`config.mk`:
```
export PLATFORM = sky130hd
export DESIGN_NAME = slf_div
export DESIGN_NICKNAME = d
export VERILOG_FILES = /design/src/rtl/slf_div.sv
export SDC_FILE = /design/constraint.sdc
export NUM_CORES = 2
export LEC_CHECK = 0
export ABC_CLOCK_PERIOD_IN_PS = 3900
export BUFFER_PORTS_ARGS = -buffer_cell sky130_fd_sc_hd__buf_2
export CORE_MARGIN = 8
export CORE_UTILIZATION = 30
export DETAILED_ROUTE_END_ITERATION = 7
export SLEW_MARGIN = 20
export SYNTH_ARGS = -nofsm -noshare
export SYNTH_HDL_FRONTEND = slang
export SYNTH_SLANG_ARGS = --single-unit
```
`constraint.sdc`:
```
create_clock -name clk -period 3.9 [get_ports clk]
set_input_delay 0.78 -clock clk [delete_from_list [all_inputs] [get_ports clk]]
set_output_delay 0.78 -clock clk [all_outputs]
set_load 0.005 [all_outputs]
```
`src/rtl/slf_div.sv`:
```
`timescale 1ns / 1ps

module slf_div #(
    parameter int DEN_W  = 32,
    parameter int Q_W    = 17,
    parameter int SIDE_W = 1
) (
    input  logic              clk,
    input  logic              rst_n,
    input  logic              en,
    input  logic              in_valid,
    input  logic [DEN_W-1:0]  rem_init,
    input  logic [Q_W-1:0]    num_lo,
    input  logic [DEN_W-1:0]  den,
    input  logic [SIDE_W-1:0] side_in,
    output logic              out_valid,
    output logic [Q_W-1:0]    quot,
    output logic [SIDE_W-1:0] side_out
);

    logic              valid_reg [Q_W];
    logic [DEN_W-1:0]  rem_reg   [Q_W];
    logic [DEN_W-1:0]  den_reg   [Q_W];
    logic [Q_W-1:0]    lo_reg    [Q_W];
    logic [Q_W-1:0]    quot_reg  [Q_W];
    logic [SIDE_W-1:0] side_reg  [Q_W];

    for (genvar i = 0; i < Q_W; i++)
    begin : g_stage
        logic              v_cur;
        logic [DEN_W-1:0]  rem_cur;
        logic [DEN_W-1:0]  den_cur;
        logic [Q_W-1:0]    lo_cur;
        logic [Q_W-1:0]    quot_cur;
        logic [SIDE_W-1:0] side_cur;
        logic [DEN_W:0]    trial;
        logic              ge;
        logic [DEN_W-1:0]  rem_next;
        logic [Q_W-1:0]    quot_next;
        logic [Q_W-1:0]    lo_next;

        if (i == 0)
        begin : g_first
            assign v_cur    = in_valid;
            assign rem_cur  = rem_init;
            assign den_cur  = den;
            assign lo_cur   = num_lo;
            assign quot_cur = '0;
            assign side_cur = side_in;
        end
        else
        begin : g_rest
            assign v_cur    = valid_reg[i-1];
            assign rem_cur  = rem_reg[i-1];
            assign den_cur  = den_reg[i-1];
            assign lo_cur   = lo_reg[i-1];
            assign quot_cur = quot_reg[i-1];
            assign side_cur = side_reg[i-1];
        end

        always_comb
        begin
            trial = {rem_cur, lo_cur[Q_W-1]};
            ge = (trial >= {1'b0, den_cur});
            rem_next = ge ? DEN_W'(trial - {1'b0, den_cur}) : trial[DEN_W-1:0];
            quot_next = {quot_cur[Q_W-2:0], ge};
            lo_next = {lo_cur[Q_W-2:0], 1'b0};
        end

        always_ff @(posedge clk or negedge rst_n)
        begin
            if (!rst_n)
            begin
                valid_reg[i] <= 1'b0;
            end
            else if (en)
            begin
                valid_reg[i] <= v_cur;
            end
        end

        always_ff @(posedge clk)
        begin
            if (en)
            begin
                rem_reg[i]  <= rem_next;
                den_reg[i]  <= den_cur;
                lo_reg[i]   <= lo_next;
                quot_reg[i] <= quot_next;
                side_reg[i] <= side_cur;
            end
        end
    end

    assign out_valid = valid_reg[Q_W-1];
    assign quot      = quot_reg[Q_W-1];
    assign side_out  = side_reg[Q_W-1];

endmodule

```
Word-level counts from Yosys, hierarchy flattened
Memory sizes are Yosys's and may differ from the RTL's.
Cells that the tools add are included.
- flip-flop bits (word level): 17
- RAM bits: 1666
- input bits: 86
- output and inout port bits: 19
- word-level logic and storage cells: 75
- memories kept: 5
- memory list (memory ; depth ; width ; read ports ; clocked after memory_dff ; write ports ; line ; text):
    den_reg ; 17 ; 32 ; 16 ; 0 ; 17 ; 23 ; logic [DEN_W-1:0] den_reg [Q_W];
    rem_reg ; 17 ; 32 ; 16 ; 0 ; 17 ; 22 ; logic [DEN_W-1:0] rem_reg [Q_W];
    quot_reg ; 17 ; 17 ; 17 ; 0 ; 17 ; 25 ; logic [Q_W-1:0] quot_reg [Q_W];
    lo_reg ; 17 ; 16 ; 16 ; 0 ; 17 ; 24 ; logic [Q_W-1:0] lo_reg [Q_W];
    side_reg ; 17 ; 1 ; 17 ; 0 ; 17 ; 26 ; logic [SIDE_W-1:0] side_reg [Q_W];
- $add $sub $neg: 17
- $lt $le $gt $ge: 17
- muxes and demuxes: 19
- operators with widths (operator ; number):
    $ge A33 B32 Y1 ; 17
    $mux W32 ; 17
    $sub A32 B32 Y32 ; 17
    $mux W1 ; 2

Depth between registers and ports, before layout
An unclocked memory read counts as a cell.
- depth after elaboration: 3
- mapped depth: 16
- gate-level depth less buffers: 14

Worst setup path after synthesis
OpenSTA, ideal clock, no wires.
- path type: input to register
- start: input den[1]
- end: memory rem_reg[0][25], data pin
- library setup time: 0.260 ns
- arrival: 3.457 ns
- required time: 3.640 ns
- path slack: 0.183 ns
- stages: 15
- buffers on the path: 2
- cells stage by stage: inv_1 ha_1 nor2b_1 o21a_1 o21ai_1 a211oi_1 o31a_1 a221o_1 nor3b_1 a21boi_0 o21ai_0 a41o_1 clkbuf_1 buf_2 mux2_2
- RTL lines (element ; line ; text):
    from (decl) ; 14 ; input logic [DEN_W-1:0] den,
    to (decl) ; 22 ;

==> results by group <==
Logic synthesis
  • Ys async rst share: 0.0126
  • Ys flop type: edfxtp_1
  • Synth top cells by count: edfxtp_1 (1330), inv_1 (673), a21oi_1 (571)
  • Post-Syn Area per Cell: between 10 and 15 um^2
  • Mapped cell area: roughly 74000 um^2
  • Most frequent cell after synthesis: edfxtp_1
  • Ys Warns: 0
  • Register bit total from synthesis: about 1300
  • Syn_nets: between 7000 and 8000
  • Synth cell types: 85
  • Synth area leaders: edfxtp_1 (54%), ha_1 (9.2%), a21oi_1 (3.9%)
  • Post-synthesis sequential area ratio: 0.548
  • Post-synth EDFFs: roughly 1300
  • Gate Count Post-Synth: around 6400
  • Share of the synthesized area in the top cell type: 0.542
  • Synth area leader: edfxtp_1

Timing
  • Min cycle time layout: between 3 and 4 ns
  • Slew headroom: 0.528
  • Clk_skew: roughly 0.057 ns
  • Fmax: roughly 260 MHz
  • Min Hold Slack: between 0.1 and 0.15 ns
  • Hold Vio Cnt, Final: 0
  • Final Setup Violations: 0
  • Tcrit/Tclk final: 0.977
  • Post-route setup TNS: 0 ns
  • Slew Viols, Final: 0
  • RSZ-0062 raised after global routing: true
  • Tightest Pin Transition: 0.690 ns

Routing
  • Vias per inst: approximately 4.8
  • Initial DRT Pass Iterations: 5
  • Vias: 48500
  • First DRT Iteration DRCs: about 2500
  • Wire length per cell: roughly 15 um
  • Antenna-violating nets left: 0
  • DR DRC count: 0
  • Routed wire length: ~160000 um

CTS
  • CTS tree: done
  • Num CTS Buffers: 162
  • CTS sink count: approximately 1300
  • Clk buf depth: 3
  • Clock slew at reported path FFs: approximately 0.06 ns
  • CTS H-tree depth: 4
  • Worst skew pair latency: about 0.84 ns
  • Root Driver: clkbuf_16

Global route
  • Vias in the first global route: between 50000 and 60000
  • Largest net degree at the start of global routing: ~120
  • GRT overflow: 0
  • GRT Util Overall: 0.114
  • Antenna violations before repair: 2
  • First-pass GRT wire length: around 250000 um

Critical path
  • Critical Path End Type: register
  • Critical Path Source: lo_reg[0][175]
  • Slowest CP cell: o41a_1
  • Crit Reg-Reg Startpoint: lo_reg[0][175]
  • FF-to-FF path depth: 15
  • CP required: ~4.5 ns
  • Crit path arrival time: between 4 and 5 ns
  • Crit-path cells: inv_1 -> ha_1 -> fa_1 -> nor2b_1 -> o31ai_1 -> a21oi_2 -> a41oi_1 -> a31oi_2 -> a311oi_1 -> buf_4 -> o41a_1 -> o21ai_1 -> a211oi_1 -> or3_1 -> a31oi_1
  • Critical Path Start Type: register
  • Max FO, Critical Path: 2
  • CP max stage delay: approximately 0.46 ns
  • CP Capture Point: rem_reg[0][382]
  • Reg2reg setup slack: 0.09 ns
  • Worst r2r dst: rem_reg[0][382]
  • CP Class: register to register

Floorplan
  • Die area: 262000 um^2
  • Rows: between 150 and 200
  • Core Area: about 250000 um^2
  • Die height: ~510 um
  • I/O pin count: roughly 110
  • Die X-Extent: around 510 um
  • Starting Density: 0.301

Placed design
  • Placed Area: 80200 um^2
  • Post-DP HPWL: between 100000 and 150000 um
  • GPL Wtd Cong: 0.948
  • I/O Buffers: 104

Finish
  • Nets: around 7500
  • Layout cells sized above 1: 0.130
  • ANT cells: 0
  • Layout area overhead: 16.8%
  • Post-route cell area: roughly 86000 um^2

Worst hold path
  • Worst Hold Class: input pin to register
  • Hold Path Depth: 1

Power and ir drop
  • Design Power: 68.9 mW
  • Leak Pwr: 35.2 nW
  • PD cells: between 800 and 900 nW/um^2
  • Peak VDD IR: ~500 uV

Status
  • Outcome: complete, no violations

Flow run
  • MaxCap Viol Count: 0
==> cells in the final DEF (no fill, tap or decap), types with 103 or more instances in the layout <==
master	instances
mux2_2	183
clkbuf_16	165
buf_2	103
a21o_1	276
nor2_1	373
ha_1	543
inv_1	673
edfxtp_1	1330
nand2_1	432
xnor2_1	243
o21ai_0	374
a21oi_1	568
buf_4	268
xor2_1	198
==> timing repair <==
action / CTS / global route
pin swaps: 3 / 14
setup buffers: 0 / 10
cloned: 0 / 3
endpoints found under the hold margin: 17 / 0
endpoints found under the setup margin: 37 / 181
hold buffers: 1 / 0
gates resized for setup: 12 / 27
==> logic make-up (layout without fill, tap and decap cells) <==
| logic type | count (synthesis) | in the layout | share of synthesized area |
|---|---|---|---|
| AO/OA/AOI/OAI | 1698 | 1698 | 0.143 |
| AND/OR/NAND/NOR | 1367 | 1367 | 0.0871 |
| flip-flops | 1347 | 1347 | 0.548 |
| buffers and inverters | 817 | 1372 | 0.0426 |
| adder cells (fa/ha/maj) | 560 | 560 | 0.0967 |
| XOR/XNOR | 441 | 441 | 0.0524 |
| multiplexers | 197 | 197 | 0.0299 |
==> through the flow <==
step / worst slack [ns] / utilization / cells
after detailed placement: -0.319 / 0.327 / 9893
after CTS: 0.00912 / 0.350 / 10200
after global routing: -0.114 / 0.351 / 10200
after floorplan: 0.183 / - / 6427
after global placement: -0.371 / 0.327 / 9893
final: 0.0881 / 0.351 / 10200
==> routing by layer <==
metal	vias up	wire, um	global-route usage
li1	24400	-	-
met1	22700	63100	0.122
met2	990	77500	0.209
met3	500	5170	0.0196
met4	0	10100	0.0671
met5	-	0	0
==> layout make-up <==
| cell class | instances | area [um^2] |
|---|---|---|
| Clock buffer | 198 | 4190 |
| Tap cell | 3220 | 4030 |
| Sequential cell | 1347 | 40400 |
| Multi-Input combinational cell | 4263 | 30500 |
| Inverter | 673 | 2530 |
| Clock inverter | 97 | 1260 |
| Timing Repair Buffer | 404 | 3190 |
| Fill cell | 23800 | 159000 |
==> report_power, final <==
group	switching, mW	leakage (nW)	internal [mW]
Combinational	16.7	19.3	14.1
Clock	6.20	2.61	8.83
Sequential	1.84	13.2	21.3
Total	24.7	35.2	44.2
==> worst min-delay path by stage <==
| stage | start | to | slack, ns |
|---|---|---|---|
| finish | num_lo[2] | lo_reg[0][2] | 0.12 |
| global route | num_lo[2] | lo_reg[0][2] | 0.05 |
| CTS | num_lo[2] | lo_reg[0][2] | 0.02 |
| detailed placement | lo_reg[0][91] | lo_reg[0][108] | 0.40 |
| global placement | lo_reg[0][221] | lo_reg[0][238] | 0.40 |
| floorplan | lo_reg[0][85] | lo_reg[0][102] | 0.40 |
==> worst max-delay path: cells and delay by family (launching register included) <==
kind	cells	cell delay [ns]
compound gates	9	1.91
fa+ha+maj	2	0.62
simple gates	2	0.51
flops	1	0.35
buf+inv	2	0.21
(Power assumes the default switching activity.)
